--- src/hw/rtl/csc_pkg.sv ---
// Shared types and constants for the sparse column assembly block.
// No dependencies; every module imports this package.
package csc_pkg;

    localparam int unsigned CmdW = 3;

    typedef enum logic [2:0] {
        CMD_BEGIN = 3'd0,
        CMD_NEIGH = 3'd1,
        CMD_ACCUM = 3'd2,
        CMD_READ  = 3'd3,
        CMD_CLEAR = 3'd4
    } t_cmd;

    typedef enum logic [1:0] {
        ST_OK   = 2'd0,
        ST_MISS = 2'd1,
        ST_OVF  = 2'd2,
        ST_SAT  = 2'd3
    } t_status;

    typedef struct packed {
        logic [2:0]         cmd;
        logic [7:0]         row_index;
        logic [7:0]         col_index;
        logic signed [31:0] value;
        logic signed [31:0] scale;
    } t_req;

    typedef struct packed {
        logic signed [47:0] read_value;
        logic [1:0]         status;
    } t_rsp;

    typedef enum logic [3:0] {
        S_IDLE,
        S_CSTART,
        S_CWAIT,
        S_CHI,
        S_SCAN,
        S_SWAIT,
        S_SHIFT,
        S_SHWAIT,
        S_INSERT,
        S_MUL,
        S_ADD,
        S_WRITE,
        S_CLEAR,
        S_DONE
    } t_state;

    localparam logic signed [47:0] ValMax = {1'b0, {47{1'b1}}};
    localparam logic signed [47:0] ValMin = {1'b1, {47{1'b0}}};

endpackage

--- src/hw/rtl/csc_mac.sv ---
// Shared multiply, round and saturating-add unit.
// Depends on csc_pkg. One registered multiply, then one add and clamp.
module csc_mac
    import csc_pkg::*;
(
    input  logic               i_clk,
    input  logic               i_mul_en,
    input  logic signed [31:0] i_a,
    input  logic signed [31:0] i_b,
    input  logic signed [47:0] i_acc,
    output logic signed [47:0] o_sum,
    output logic               o_sat
);
    logic signed [63:0] r_prod;
    logic signed [63:0] w_rnd;
    logic signed [49:0] w_q;
    logic signed [49:0] w_s;

    always_ff @(posedge i_clk) begin
        if (i_mul_en) begin
            r_prod <= i_a * i_b;
        end
    end

    // Round to Q.16, ties up; the rounded product fits in 49 bits.
    assign w_rnd = r_prod + 64'sd32768;
    assign w_q   = 50'(w_rnd >>> 16);
    assign w_s   = w_q + {{2{i_acc[47]}}, i_acc};

    always_comb begin
        o_sat = 1'b0;
        o_sum = w_s[47:0];
        if (w_s > $signed({{2{1'b0}}, ValMax})) begin
            o_sum = ValMax;
            o_sat = 1'b1;
        end else if (w_s < $signed({{2{1'b1}}, ValMin})) begin
            o_sum = ValMin;
            o_sat = 1'b1;
        end
    end
endmodule

--- config.mk ---
export PLATFORM = sky130hd
export DESIGN_NAME = csc_mac
export DESIGN_NICKNAME = d
export VERILOG_FILES = /design/src/hw/rtl/csc_pkg.sv /design/src/hw/rtl/csc_mac.sv
export SDC_FILE = /design/constraint.sdc
export NUM_CORES = 2
export LEC_CHECK = 0
export ABC_CLOCK_PERIOD_IN_PS = 22700
export BUFFER_PORTS_ARGS = -buffer_cell sky130_fd_sc_hd__buf_2
export CORE_ASPECT_RATIO = 1.4
export CORE_MARGIN = 2
export CORE_UTILIZATION = 55
export DETAILED_ROUTE_END_ITERATION = 8
export PLACE_DENSITY = 0.72
export SLEW_MARGIN = 20
export SYNTH_ARGS = -nofsm -noshare
export SYNTH_HDL_FRONTEND = slang
export SYNTH_SLANG_ARGS = --single-unit
--- constraint.sdc ---
create_clock -name i_clk -period 22.7 [get_ports i_clk]
set_clock_uncertainty 0.2 [all_clocks]
set_input_delay 3.405 -clock i_clk [delete_from_list [all_inputs] [get_ports i_clk]]
set_output_delay 3.405 -clock i_clk [all_outputs]
set_load 0.02 [all_outputs]
==> impl_metrics.env <==
export IMPL_outcome="finished, final reports clean"
export IMPL_cts_tree="done"
export IMPL_fin_nets=5818
export IMPL_min_period_ns=11.61
export IMPL_max_freq_ghz=0.0861
export IMPL_largest_register_ffs=49
export IMPL_worstPathArrival_ns=11.46
export IMPL_die_h_microns=327
export IMPL_drive_above_1_share=0.0444
export IMPL_clock_path_buffers=2
export IMPL_drc_errors=0
export IMPL_reg_largest_list="r_prod: 49 flops"
export IMPL_grt_pass1_vias=33368
export IMPL_max_cap_violations=0
export IMPL_relSlewSlack=0.391
export IMPL_hold_start="i_mul_en"
export IMPL_synth_nets=5867
export IMPL_postCtsSetupBuffers=0
export IMPL_crit_path_end_kind="flip-flop"
export IMPL_postCtsResizedCells=0
export IMPL_wl_per_cell_microns=19.9
export IMPL_fp_row_count=118
export IMPL_largest_register="r_prod"
export IMPL_tns_ns=0
export IMPL_synthFlopType="edfxtp_1"
export IMPL_period_share=0.512
export IMPL_critPathRequiredTime_ns=22.55
export IMPL_syn_to_final_growth_pct=3.41
export IMPL_hold_viol=0
export IMPL_synth_cell_types=70
export IMPL_die_area_sq_um=76700
export IMPL_post_drt_via_cell_ratio=5.58
export IMPL_grt_max_degree=50
export IMPL_die_w_microns=235
export IMPL_htreeDepth=2
export IMPL_min_path_type="in2reg"
export IMPL_worst_slew_pin_slew_ns=0.913
export IMPL_via_count=29902
export IMPL_synth_top_area_frac=0.529
export IMPL_cts_root_buf="clkbuf_16"
export IMPL_rsz0062_at_grt="no"
export IMPL_post_dp_hpwl_mm=86.9
export IMPL_final_core_util=0.574
export IMPL_slew_viol_final=0
export IMPL_port_buffers=162
export IMPL_synth_top_cell_by_area="fa_1"
export IMPL_netlist_area_sq_um=41000
export IMPL_start_util=0.555
export IMPL_path_clk_slew_ns=0.07
export IMPL_routed_wl_mm=107
export IMPL_cts_hold_buf=0
export IMPL_place_congestion=0.906
export IMPL_drt_antenna_violating_nets=0
export IMPL_whs_endpoint="r_prod[62]$_DFFE_PP_"
export IMPL_grt_overflow=0
export IMPL_start_kind="primary input"
export IMPL_final_common_cell="fa_1"
export IMPL_firstDrtPassIters=8
export IMPL_core_area_sq_um=73800
export IMPL_layout_common_cells="fa_1 (1082), inv_1 (1030), nand2_1 (579)"
export IMPL_antenna_found_initial=9
export IMPL_ys_warn_count=0
export IMPL_cts_sinks=49
export IMPL_io_pin_count=163
export IMPL_track_usage=0.288
export IMPL_finalSetupViolations=0
export IMPL_critPathMaxFanout=32
export IMPL_drt_iter0_markers=1501
export IMPL_synth_seq_area_share=0.0359
export IMPL_holdPathStages=1
export IMPL_grt_pass1_wl_mm=173
export IMPL_synth_edf_count=49
export IMPL_ys_ff_latch=49
export IMPL_numCtsBuffers=5
export IMPL_syn_inst=4442
export IMPL_critPathKind="in2reg"
export IMPL_synthTopCellsByArea="fa_1 (53%), inv_1 (9.4%), and2_1 (7.7%)"
export IMPL_synth_async_reset_ratio=0
export IMPL_syn_area_per_cell_sq_um=9.22
==> per-stage QoR <==
stage | setup WS, ns | instance area (sq um) | cells | hold WS (ns)
6_report | 11.09 | 42400 | 5358 | 3.45
5_1_grt | 10.58 | 42400 | 5356 | 3.48
2_1_floorplan | 11.72 | 41000 | 4442 | 3.32
4_1_cts | 11.08 | 42400 | 5354 | 3.70
3_5_place_dp | 10.78 | 42200 | 5346 | 4.00
3_3_place_gp | 10.93 | 42200 | 5346 | 3.97
==> critical path, stage by stage <==
cell and delay, ns:
buf_2 0.46, nand2_1 0.24, inv_1 0.13, fa_1 0.43
inv_1 0.24, fa_1 0.47, inv_1 0.23, fa_1 0.52
fa_1 0.91, inv_1 0.35, fa_1 0.57, inv_1 0.06
fa_1 0.54, inv_1 0.05, fa_1 0.47, inv_1 0.05
fa_1 0.45, ha_1 0.36, and3_1 0.22, nand2_1 0.06
o21ai_0 0.17, or3_1 0.42, o211ai_1 0.18, nand4b_1 0.17
a21oi_1 0.21, xnor2_1 0.08
==> cells in the mapped netlist (12+ instances only) <==
| cell | n |
|---|---|
| nor2_1 | 53 |
| nor2b_1 | 30 |
| o21ai_0 | 43 |
| ha_1 | 229 |
| nand3_1 | 42 |
| nor3_1 | 17 |
| clkbuf_1 | 216 |
| nand2b_1 | 17 |
| a21o_1 | 59 |
| and2_1 | 504 |
| o21bai_1 | 16 |
| xnor2_1 | 110 |
| inv_1 | 1030 |
| a31oi_1 | 12 |
| nand2_1 | 579 |
| o21ai_1 | 44 |
| nand4_1 | 30 |
| fa_1 | 1082 |
| xor2_1 | 43 |
| and3_1 | 16 |
| edfxtp_1 | 49 |
| a21oi_1 | 104 |
==> cell type report <==
class	count	area, sq um
Tap cell	960	1200
Antenna cell	4	10.0
Sequential cell	49	1470
Fill cell	6556	31500
Inverter	1030	3870
Clock inverter	3	46.3
Multi-Input combinational cell	3131	34700
Clock buffer	5	125
Timing Repair Buffer	176	918
==> kinds of logic (layout without fill, tap and decap cells) <==
group	count (synthesis)	count (layout)	synth area share
simple gates	1315	1315	0.162
other cells	0	4	0
flops	49	49	0.0359
fa+ha+maj	1311	1311	0.599
xor+xnor	153	153	0.0327
mux	2	2	0.000519
buf+inv	1262	1214	0.117
compound gates	350	350	0.0540
==> worst max-delay path by stage <==
stage | from | endpoint
floorplan | i_a[31] | r_prod[63]$_DFFE_PP_
global placement | i_a[31] | r_prod[63]$_DFFE_PP_
detailed placement | i_a[31] | r_prod[63]$_DFFE_PP_
CTS | i_a[31] | r_prod[63]$_DFFE_PP_
global route | i_a[31] | r_prod[63]$_DFFE_PP_
finish | i_a[31] | r_prod[63]$_DFFE_PP_
==> layer usage <==
layer,track usage,vias to the layer above,share of wire
met5,0,-,0.00036
met4,0.211,6,0.092
met3,0.0255,458,0.045
met2,0.535,1040,0.54
met1,0.304,15471,0.32
li1,-,12927,-
Power is left out: the tool's default activity adds up to more than one toggle a clock period on the data nets, which glitch-free logic cannot reach.
